[src/rtl/core/bdmc_pkg.sv]
// package: shared constants, types and register indexes for the broadcast delivery estimator
`default_nettype none
package bdmc_pkg;

  localparam int MAX_DEST     = 4;
  localparam int COUNT_WIDTH  = 32;
  localparam int PROB_REGS    = 4;
  localparam int PROB_W       = 17;
  localparam int CNT_W        = 16;
  localparam int TARGET_W     = 16;
  localparam int MASK_W       = 4;
  localparam int NDEST_W      = 3;
  localparam int RAND_W       = 7;
  localparam int TRANS_W      = 32;
  localparam int HIT_W        = 5;
  localparam int CUM_W        = 21;
  localparam int CFG_IDX_W    = 3;
  localparam int CFG_DATA_W   = 17;
  localparam int Q_DEPTH      = 2;

  localparam int TABLE_DEPTH  = 1 << MAX_DEST;
  localparam int IDX_W        = MAX_DEST;
  localparam int N_W          = $clog2(MAX_DEST + 1);
  localparam int SH_W         = (MAX_DEST > 1) ? $clog2(MAX_DEST) : 1;
  localparam int Q_PTR_W      = $clog2(Q_DEPTH);
  localparam int Q_FILL_W     = $clog2(Q_DEPTH + 1);
  localparam int LHS_W        = RAND_W + 16;
  localparam int RHS_W        = CUM_W + 7;

  localparam logic [PROB_W-1:0]      ONE_Q16   = PROB_W'(65536);
  localparam logic [HIT_W-1:0]       NO_HIT    = HIT_W'(16);
  localparam logic [RHS_W-1:0]       HUNDRED   = RHS_W'(100);
  localparam logic [COUNT_WIDTH-1:0] COUNT_MAX = '1;

  localparam logic KIND_START = 1'b0;
  localparam logic KIND_DRAW  = 1'b1;

  localparam logic [CFG_IDX_W-1:0] REG_PROB0   = CFG_IDX_W'(0);
  localparam logic [CFG_IDX_W-1:0] REG_PROB1   = CFG_IDX_W'(1);
  localparam logic [CFG_IDX_W-1:0] REG_PROB2   = CFG_IDX_W'(2);
  localparam logic [CFG_IDX_W-1:0] REG_PROB3   = CFG_IDX_W'(3);
  localparam logic [CFG_IDX_W-1:0] REG_LINK    = CFG_IDX_W'(4);
  localparam logic [CFG_IDX_W-1:0] REG_NDEST   = CFG_IDX_W'(5);
  localparam logic [CFG_IDX_W-1:0] REG_TARGET  = CFG_IDX_W'(6);

  typedef struct packed {
    logic              kind;
    logic [RAND_W-1:0] random_hundredths;
  } in_word_t;

  typedef struct packed {
    logic [TRANS_W-1:0] transmissions;
    logic               done_res;
    logic [HIT_W-1:0]   hit_pattern;
  } out_word_t;

  typedef struct packed {
    logic [PROB_REGS-1:0][PROB_W-1:0] prob;
    logic [MASK_W-1:0]                link_mask;
    logic [NDEST_W-1:0]               dest_count;
    logic [TARGET_W-1:0]              trials_target;
  } cfg_t;

  typedef struct packed {
    logic     valid;
    in_word_t item;
  } queue_head_t;

  typedef enum logic [1:0] {
    ST_IDLE,
    ST_BUILD,
    ST_CMP,
    ST_UPD
  } back_state_t;

endpackage
`default_nettype wire

[src/rtl/core/bdmc_front.sv]
// front end: configuration registers and the command queue feeding the back end
`default_nettype none
module bdmc_front
  import bdmc_pkg::*;
(
  input  wire logic                  clk,
  input  wire logic                  rst_n,
  input  wire logic                  start,
  output logic                       busy,
  input  wire in_word_t              in_word,
  input  wire logic                  cfg_valid,
  output logic                       cfg_ready,
  input  wire logic [CFG_IDX_W-1:0]  cfg_index,
  input  wire logic [CFG_DATA_W-1:0] cfg_data,
  output cfg_t                       cfg,
  output queue_head_t                head,
  input  wire logic                  pop
);

  cfg_t                cfg_r;
  in_word_t            mem_r [Q_DEPTH];
  logic [Q_PTR_W-1:0]  wr_ptr_r;
  logic [Q_PTR_W-1:0]  rd_ptr_r;
  logic [Q_FILL_W-1:0] fill_r;
  logic                push;
  logic                do_pop;

  assign cfg_ready = 1'b1;
  assign busy      = (fill_r == Q_FILL_W'(Q_DEPTH));
  assign push      = start && !busy;
  assign do_pop    = pop && (fill_r != '0);
  assign cfg       = cfg_r;
  assign head.valid = (fill_r != '0);
  assign head.item  = mem_r[rd_ptr_r];

  always_ff @(posedge clk) begin
    if (!rst_n) begin
      cfg_r.prob[0]        <= PROB_W'(39322);
      cfg_r.prob[1]        <= PROB_W'(26214);
      cfg_r.prob[2]        <= '0;
      cfg_r.prob[3]        <= '0;
      cfg_r.link_mask      <= MASK_W'(3);
      cfg_r.dest_count     <= NDEST_W'(2);
      cfg_r.trials_target  <= TARGET_W'(10000);
    end else if (cfg_valid && cfg_ready) begin
      unique case (cfg_index)
        REG_PROB0:  cfg_r.prob[0]       <= cfg_data;
        REG_PROB1:  cfg_r.prob[1]       <= cfg_data;
        REG_PROB2:  cfg_r.prob[2]       <= cfg_data;
        REG_PROB3:  cfg_r.prob[3]       <= cfg_data;
        REG_LINK:   cfg_r.link_mask     <= cfg_data[MASK_W-1:0];
        REG_NDEST:  cfg_r.dest_count    <= cfg_data[NDEST_W-1:0];
        REG_TARGET: cfg_r.trials_target <= cfg_data[TARGET_W-1:0];
        default: ;
      endcase
    end
  end

  always_ff @(posedge clk) begin
    if (!rst_n) begin
      wr_ptr_r <= '0;
      rd_ptr_r <= '0;
      fill_r   <= '0;
    end else begin
      if (push) begin
        wr_ptr_r <= wr_ptr_r + Q_PTR_W'(1);
      end
      if (do_pop) begin
        rd_ptr_r <= rd_ptr_r + Q_PTR_W'(1);
      end
      if (push && !do_pop) begin
        fill_r <= fill_r + Q_FILL_W'(1);
      end else if (!push && do_pop) begin
        fill_r <= fill_r - Q_FILL_W'(1);
      end
    end
  end

  always_ff @(posedge clk) begin
    if (push) begin
      mem_r[wr_ptr_r] <= in_word;
    end
  end

endmodule
`default_nettype wire

[src/rtl/core/bdmc_back.sv]
// back end: table build sequencer, draw compare and counter update
`default_nettype none
module bdmc_back
  import bdmc_pkg::*;
(
  input  wire logic        clk,
  input  wire logic        rst_n,
  input  wire cfg_t        cfg,
  input  wire queue_head_t head,
  output logic             pop,
  output logic             out_valid,
  output out_word_t        out_word
);

  back_state_t              state_r, state_nxt;
  logic [N_W-1:0]           n_r, n_nxt;
  logic [IDX_W-1:0]         i_r, i_nxt;
  logic [N_W-1:0]           j_r, j_nxt;
  logic [PROB_W-1:0]        val_r, val_nxt;
  logic [CUM_W-1:0]         sum_r, sum_nxt;
  logic [RAND_W-1:0]        rnd_r, rnd_nxt;
  logic [HIT_W-1:0]         hit_r, hit_nxt;
  logic [CNT_W-1:0]         cnt_r [MAX_DEST];
  logic [CNT_W-1:0]         cnt_nxt [MAX_DEST];
  logic [COUNT_WIDTH-1:0]   count_r, count_nxt;
  logic                     done_r, done_nxt;
  logic [CUM_W-1:0]         table_r [TABLE_DEPTH];
  logic                     tbl_we;
  logic                     out_valid_r, out_valid_nxt;
  out_word_t                out_word_r, out_word_nxt;

  logic [N_W-1:0]           n_cfg;
  logic [IDX_W:0]           tsize;
  logic [IDX_W:0]           last_idx;
  logic                     entry_end;
  logic [N_W-1:0]           bsh;
  logic [PROB_W-1:0]        p_raw;
  logic [PROB_W-1:0]        p_clamp;
  logic [PROB_W-1:0]        factor;
  logic [2*PROB_W-1:0]      prod;
  logic [CUM_W-1:0]         sum_step;
  logic [LHS_W-1:0]         lhs;
  logic [TABLE_DEPTH-1:0]   below;
  logic [HIT_W-1:0]         hit_sel;

  assign out_valid = out_valid_r;
  assign out_word  = out_word_r;
  assign pop       = (state_r == ST_IDLE) && head.valid;

  assign n_cfg     = (cfg.dest_count > NDEST_W'(MAX_DEST)) ? N_W'(MAX_DEST)
                                                           : N_W'(cfg.dest_count);
  assign tsize     = (IDX_W+1)'(1) << n_r;
  assign last_idx  = tsize - (IDX_W+1)'(1);
  assign entry_end = (j_r == n_r);

  // factor for destination j of pattern i during table build
  assign bsh      = n_r - N_W'(1) - j_r;
  assign p_raw    = cfg.prob[j_r[SH_W-1:0]];
  assign p_clamp  = (p_raw > ONE_Q16) ? ONE_Q16 : p_raw;
  always_comb begin
    if (!cfg.link_mask[j_r[SH_W-1:0]]) begin
      factor = ONE_Q16;
    end else if (i_r[bsh[SH_W-1:0]]) begin
      factor = p_clamp;
    end else begin
      factor = ONE_Q16 - p_clamp;
    end
  end
  assign prod     = (2*PROB_W)'(val_r) * (2*PROB_W)'(factor);
  assign sum_step = sum_r + CUM_W'(val_r);

  // draw compare over all entries
  assign lhs = {rnd_r, 16'b0};
  always_comb begin
    for (int k = 0; k < TABLE_DEPTH; k++) begin
      below[k] = ((IDX_W+1)'(k) < tsize) &&
                 ((RHS_W'(lhs)) < (RHS_W'(table_r[k]) * HUNDRED));
    end
  end
  always_comb begin
    hit_sel = NO_HIT;
    for (int k = TABLE_DEPTH - 1; k >= 0; k--) begin
      if (below[k]) begin
        hit_sel = HIT_W'(k);
      end
    end
  end

  always_comb begin
    state_nxt = state_r;
    unique case (state_r)
      ST_IDLE: begin
        if (head.valid) begin
          if (head.item.kind == KIND_START) begin
            state_nxt = ST_BUILD;
          end else if (!done_r) begin
            state_nxt = ST_CMP;
          end
        end
      end
      ST_BUILD: begin
        if (entry_end && ({1'b0, i_r} == last_idx)) begin
          state_nxt = ST_IDLE;
        end
      end
      ST_CMP:  state_nxt = ST_UPD;
      ST_UPD:  state_nxt = ST_IDLE;
      default: state_nxt = ST_IDLE;
    endcase
  end

  always_comb begin
    logic [N_W-1:0] sh;
    logic           all_zero;
    n_nxt         = n_r;
    i_nxt         = i_r;
    j_nxt         = j_r;
    val_nxt       = val_r;
    sum_nxt       = sum_r;
    rnd_nxt       = rnd_r;
    hit_nxt       = hit_r;
    count_nxt     = count_r;
    done_nxt      = done_r;
    tbl_we        = 1'b0;
    out_valid_nxt = 1'b0;
    out_word_nxt  = out_word_r;
    sh            = '0;
    all_zero      = 1'b1;
    for (int j = 0; j < MAX_DEST; j++) begin
      cnt_nxt[j] = cnt_r[j];
    end
    unique case (state_r)
      ST_IDLE: begin
        if (head.valid) begin
          if (head.item.kind == KIND_START) begin
            n_nxt     = n_cfg;
            i_nxt     = '0;
            j_nxt     = '0;
            val_nxt   = ONE_Q16;
            sum_nxt   = '0;
            count_nxt = '0;
            done_nxt  = (n_cfg == '0) || (cfg.trials_target == '0);
            for (int j = 0; j < MAX_DEST; j++) begin
              cnt_nxt[j] = (N_W'(j) < n_cfg) ? cfg.trials_target : '0;
            end
          end else if (done_r) begin
            out_valid_nxt              = 1'b1;
            out_word_nxt.transmissions = TRANS_W'(count_r);
            out_word_nxt.done_res      = done_r;
            out_word_nxt.hit_pattern   = NO_HIT;
          end else begin
            rnd_nxt = head.item.random_hundredths;
          end
        end
      end
      ST_BUILD: begin
        if (entry_end) begin
          tbl_we  = 1'b1;
          sum_nxt = sum_step;
          i_nxt   = i_r + IDX_W'(1);
          j_nxt   = '0;
          val_nxt = ONE_Q16;
          if ({1'b0, i_r} == last_idx) begin
            out_valid_nxt              = 1'b1;
            out_word_nxt.transmissions = TRANS_W'(count_r);
            out_word_nxt.done_res      = done_r;
            out_word_nxt.hit_pattern   = NO_HIT;
          end
        end else begin
          val_nxt = prod[16 +: PROB_W];
          j_nxt   = j_r + N_W'(1);
        end
      end
      ST_CMP: begin
        hit_nxt = hit_sel;
      end
      ST_UPD: begin
        for (int j = 0; j < MAX_DEST; j++) begin
          if (N_W'(j) < n_r) begin
            sh = n_r - N_W'(1) - N_W'(j);
            if ((hit_r != NO_HIT) && hit_r[sh[SH_W-1:0]] && (cnt_r[j] != '0)) begin
              cnt_nxt[j] = cnt_r[j] - CNT_W'(1);
            end
          end
          if (cnt_nxt[j] != '0) begin
            all_zero = 1'b0;
          end
        end
        if (count_r != COUNT_MAX) begin
          count_nxt = count_r + COUNT_WIDTH'(1);
        end
        done_nxt                   = all_zero;
        out_valid_nxt              = 1'b1;
        out_word_nxt.transmissions = TRANS_W'(count_nxt);
        out_word_nxt.done_res      = all_zero;
        out_word_nxt.hit_pattern   = hit_r;
      end
      default: ;
    endcase
  end

  always_ff @(posedge clk) begin
    if (!rst_n) begin
      state_r     <= ST_IDLE;
      n_r         <= '0;
      count_r     <= '0;
      done_r      <= 1'b1;
      out_valid_r <= 1'b0;
      for (int j = 0; j < MAX_DEST; j++) begin
        cnt_r[j] <= '0;
      end
    end else begin
      state_r     <= state_nxt;
      n_r         <= n_nxt;
      count_r     <= count_nxt;
      done_r      <= done_nxt;
      out_valid_r <= out_valid_nxt;
      for (int j = 0; j < MAX_DEST; j++) begin
        cnt_r[j] <= cnt_nxt[j];
      end
    end
  end

  always_ff @(posedge clk) begin
    i_r        <= i_nxt;
    j_r        <= j_nxt;
    val_r      <= val_nxt;
    sum_r      <= sum_nxt;
    rnd_r      <= rnd_nxt;
    hit_r      <= hit_nxt;
    out_word_r <= out_word_nxt;
  end

  always_ff @(posedge clk) begin
    if (tbl_we) begin
      table_r[i_r] <= sum_step;
    end
  end

endmodule
`default_nettype wire

[src/rtl/core/broadcast_delivery_monte_carlo.sv]
// top level: broadcast delivery estimator, front queue plus back-end sequencer
//
// Commands enter on start/in_word whenever busy is low; a two-word queue sits in
// front of the executing back end, and busy is high only while that queue is full.
// Every accepted word gives one result on out_word, marked by a one-cycle
// out_valid strobe that the receiver must take (no back pressure). A start word
// builds the cumulative table with one shared 17x17 multiplier, one destination
// factor per cycle over the 2^N entries for N destinations in use; the result is
// registered as the last entry is written. A draw compares all entries in use
// at once in ST_CMP and updates the counters in the next, ST_UPD, which registers
// the result. A draw that arrives after done is answered straight from ST_IDLE.
// Configuration is taken at any time on cfg_valid (cfg_ready is always high) and
// must only change while no command is in flight.
`default_nettype none
module broadcast_delivery_monte_carlo
  import bdmc_pkg::*;
(
  input  wire logic                  clk,
  input  wire logic                  rst_n,
  input  wire logic                  start,
  output logic                       busy,
  input  wire in_word_t              in_word,
  output logic                       out_valid,
  output out_word_t                  out_word,
  input  wire logic                  cfg_valid,
  output logic                       cfg_ready,
  input  wire logic [CFG_IDX_W-1:0]  cfg_index,
  input  wire logic [CFG_DATA_W-1:0] cfg_data
);

  cfg_t        cfg;
  queue_head_t head;
  logic        pop;

  bdmc_front u_front (
    .clk       (clk),
    .rst_n     (rst_n),
    .start     (start),
    .busy      (busy),
    .in_word   (in_word),
    .cfg_valid (cfg_valid),
    .cfg_ready (cfg_ready),
    .cfg_index (cfg_index),
    .cfg_data  (cfg_data),
    .cfg       (cfg),
    .head      (head),
    .pop       (pop)
  );

  bdmc_back u_back (
    .clk       (clk),
    .rst_n     (rst_n),
    .cfg       (cfg),
    .head      (head),
    .pop       (pop),
    .out_valid (out_valid),
    .out_word  (out_word)
  );

endmodule
`default_nettype wire

[config.mk]
export PLATFORM = sky130hd
export DESIGN_NAME = broadcast_delivery_monte_carlo
export DESIGN_NICKNAME = d
export VERILOG_FILES = /design/src/rtl/core/bdmc_pkg.sv /design/src/rtl/core/bdmc_front.sv /design/src/rtl/core/bdmc_back.sv /design/src/rtl/core/broadcast_delivery_monte_carlo.sv
export SDC_FILE = /design/constraint.sdc
export NUM_CORES = 2
export LEC_CHECK = 0
export ABC_AREA = 1
export BUFFER_PORTS_ARGS = -buffer_cell sky130_fd_sc_hd__clkbuf_2
export CORE_ASPECT_RATIO = 0.9
export CORE_MARGIN = 2
export CORE_UTILIZATION = 60
export DETAILED_ROUTE_END_ITERATION = 8
export PLACE_DENSITY = 0.83
export SETUP_SLACK_MARGIN = 0.02
export SLEW_MARGIN = 20
export SYNTH_ARGS = -nofsm -noshare
export SYNTH_HDL_FRONTEND = slang
export SYNTH_SLANG_ARGS = --single-unit
[constraint.sdc]
create_clock -name clk -period 10.1 [get_ports clk]
set_input_delay 2.02 -clock clk [delete_from_list [all_inputs] [get_ports clk]]
set_output_delay 2.02 -clock clk [all_outputs]
set_load 0.02 [all_outputs]
==> results.md <==
- Die Ht: approximately 340 um
- RSZ-0062 raised after global routing: no
- Hold path start: u_back.count_r[26]
- Setup CP Type: reg2reg
- Fin nets: between 10000 and 15000
- Global-route wire length before repair: about 320000 um
- Syn-to-layout area delta: 7.11%
- Worst r2r dst: u_back.val_r[14]
- CP Max Fanout: 15
- Syn nets: 11211
- Post-Syn Instances: a little over 9000
- Slowest cell delay on critical path: a little under 600 ps
- Port Buf Inserts: a little over 70
- EDFF count, synth: between 400 and 500
- Crit path launch type: register
- Primary FF master, synth: edfxtp_1
- Yosys reg bits: between 600 and 700
- Drt drc: 0
- Setup TNS: 0 ps
- Worst-path clk slew: 70 ps
- GRT overflow: 0
- CTS sink cnt: ~650
- Status: completed
- Hold_buf cts: 0
- H-tree Lvls: 3
- Critical-path top delay cell: fa_1
- Worst setup EP type: register
- Commonest non-fill, non-tap cell in the layout: inv_1
- Initial antenna violation count: 14
- Worst hold stages: 1
- Post-synthesis sequential area ratio: a little under a quarter
- Largest net degree at the start of global routing: between 100 and 150
- Layout cells sized above 1: under 10%
- Arrival time worst endpoint: between 9000 and 10000 ps
- Clk Latency, worst-skew pair: about 710 ps
- Met3 Use GR: ~4.5%
- Global route hottest layer: met2
- Routed via count: about 63000
- Worst r2r src: u_back.j_r[0]
- CP dominant cell by count: nand2_1
- Post-layout instance area: about 81000 um^2
- Setup violators final: 0
- Initial DRC Count: around 5700
- Worst Hold Slack: ~460 ps
- Syn_area_per_cell: 8.07 um^2
- Worst Reg2Reg Path Length in Cells: between 40 and 50
- Met2 usage: 51.4%
- Async SR Flop Fraction: 0%
- Period utilization: 92.7%
- Min-Delay Endpoint: u_back.count_r[26]
- Final hold violation count: 0
- Slew Viols, Final: 0
- Boundary pin count: 73
- Antenna-violating nets left: 0
- Yosys warns: 0
- Die ar.: between 100000 and 150000 um^2
- Synth unique cells: 78
- Total wire length: roughly 200000 um
- Register-to-register setup slack: around 740 ps
- Gr usage total: 31.0%
- Post-detail-place hpwl: approximately 150000 um
- Vias in the first global route: between 60000 and 70000
- Final setup skew: 43.9 ps
- Peak Freq: between 0.1 and 0.15 GHz
- Root Driver: clkbuf_16
- Rows: 123
- CTS Buffer Depth: 3
- Worst slew margin: 17.7%
- Filler cells: roughly 10000
- Mapped Area: 75500 um^2
- GPL Wtd Cong: around 1
- Critical Path RT: 10640 ps
- Max cap viols: 0
- Detailed-route wire length per cell: 17.7 um
- Die X: between 300 and 400 um
- Total CTS buffers: 77
- Commonest cells after routing, fill and taps aside: inv_1, nand2_1, ha_1
- Core area: 125000 um^2
- Via density: roughly 5.6
- Placed cell area: between 70000 and 80000 um^2
- GR Util met1: just over 40%
- Min-delay worst type: reg2reg
- Fin crit period: between 9000 and 10000 ps
- Initial Util: about three fifths
- TritonRoute pass-1 iters: 6
- TritonCTS clock tree: built
- Worst Max-Slew Pin Slew: roughly 1200 ps
[state kept, by name (all words and copies together), names as in the netlist, named ones only]
signal,flops
u_back.n_r,3
u_back.sum_r,21
u_back.count_r,32
u_front.rd_ptr_r,1
u_back.cnt_r,64
u_back.val_r,17
u_back.i_r,4
u_back.state_r,2
u_front.mem_r,16
u_front.wr_ptr_r,1
u_back.j_r,3
u_back.rnd_r,7
u_front.cfg,91
u_back.hit_r,5
u_back.out_valid,1
u_back.table_r,336
u_back.out_word,38
u_front.fill_r,2
u_back.done_r,1
[synth_stat cells (8+ instances only)]
cell type  instances  area (um^2)
buf_1              9         33.8
a221oi_1          19          166
o21a_1            14          105
o211ai_1          29          218
buf_6              8         90.1
xor2_1           247         2160
o21bai_1          33          248
nor4_1            67          419
nand4_1          164         1030
a211oi_1          13         97.6
nand2_2           15         93.8
ha_1            1345        16800
a32oi_1            9         78.8
nor3_1            84          420
xnor2_1          149         1310
and3_1            11         68.8
nand3b_1           8         60.1
o21ai_0          327         1640
nor2_1           759         2850
nand3_2           12          120
nand3_1          315         1580
clkinv_1          16         60.1
or2_2             29          181
a31oi_1           85          532
inv_1           2143         8040
clkbuf_1          82          308
fa_1             478         9570
a21o_1            43          323
edfxtp_1         447        13400
a21oi_1          564         2820
dfxtp_1          199         3980
nand2_1         1501         5630
inv_2             18         67.6
[area by class of cell]
cell class	instances	area, um^2	area share, %
Clock buffer	93	2050	2.53
Tap cell	1687	2110	2.61
Inverter	2180	8200	10.1
Multi-Input combinational cell	6419	49800	61.6
Antenna cell	6	15.0	0.0186
Sequential cell	646	17400	21.5
Timing Repair inverter	1	5.00	0.00619
Timing Repair Buffer	127	803	0.993
Clock inverter	51	519	0.642
[worst max-delay path, delay by kind of cell, from the launching register on]
kind,cells,cell delay (ps)
buffers and inverters,8,1190
adders and majority gates,8,3680
and+or+nand+nor,18,2410
AOI/OAI and AO/OA,8,1440
DFF,1,500
[per-layer routing]
metal  part of all wire [%]  wire (um)
met1                     42      82900
met2                     46      91700
met3                    7.5      14900
met4                    4.5       9020
met5                 0.0065         13
[repair_timing]
| item | 4_1_cts | 5_1_grt |
|---|---|---|
| gates resized for setup | 0 | 4 |
| endpoints found under the setup margin | 0 | 2 |
| buffers inserted | 0 | 2 |
[how the worst max path moves through the flow]
| stage | start | slack [ps] | to | cells past startpoint |
|---|---|---|---|---|
| 6_report | u_back.j_r[0] | 740 | u_back.val_r[14] | 42 |
| 5_1_grt | u_back.j_r[1] | 60 | u_back.val_r[14] | 43 |
| 4_1_cts | u_back.j_r[0] | 640 | u_back.val_r[14] | 47 |
| 3_5_place_dp | u_back.j_r[0] | 670 | u_back.val_r[14] | 47 |
| 3_3_place_gp | u_back.j_r[0] | 810 | u_back.val_r[14] | 47 |
| 2_1_floorplan | u_back.j_r[0] | 1990 | u_back.val_r[14] | 49 |
[through the flow]
| step | util, % | setup slack [ps] | std cells |
|---|---|---|---|
| 4_1_cts | 64.7 | 644 | 11201 |
| 2_1_floorplan | - | 1990 | 9356 |
| 6_report | 64.7 | 741 | 11210 |
| 5_1_grt | 64.7 | 62.9 | 11204 |
| 3_3_place_gp | 62.6 | 806 | 11055 |
| 3_5_place_dp | 62.6 | 666 | 11057 |
[cells by family after synthesis]
logic type	share of synthesized area [%]
AOI/OAI and AO/OA	8.91
xor gates and xnor gates	4.59
adders and majority gates	34.9
buffers and inverters	11.5
DFF	23.0
muxes	0.118
other	0.00496
and+or+nand+nor	16.9
Power is not shown: default switching activity piles up to over one toggle a cycle in this logic, so the estimate is an artifact.
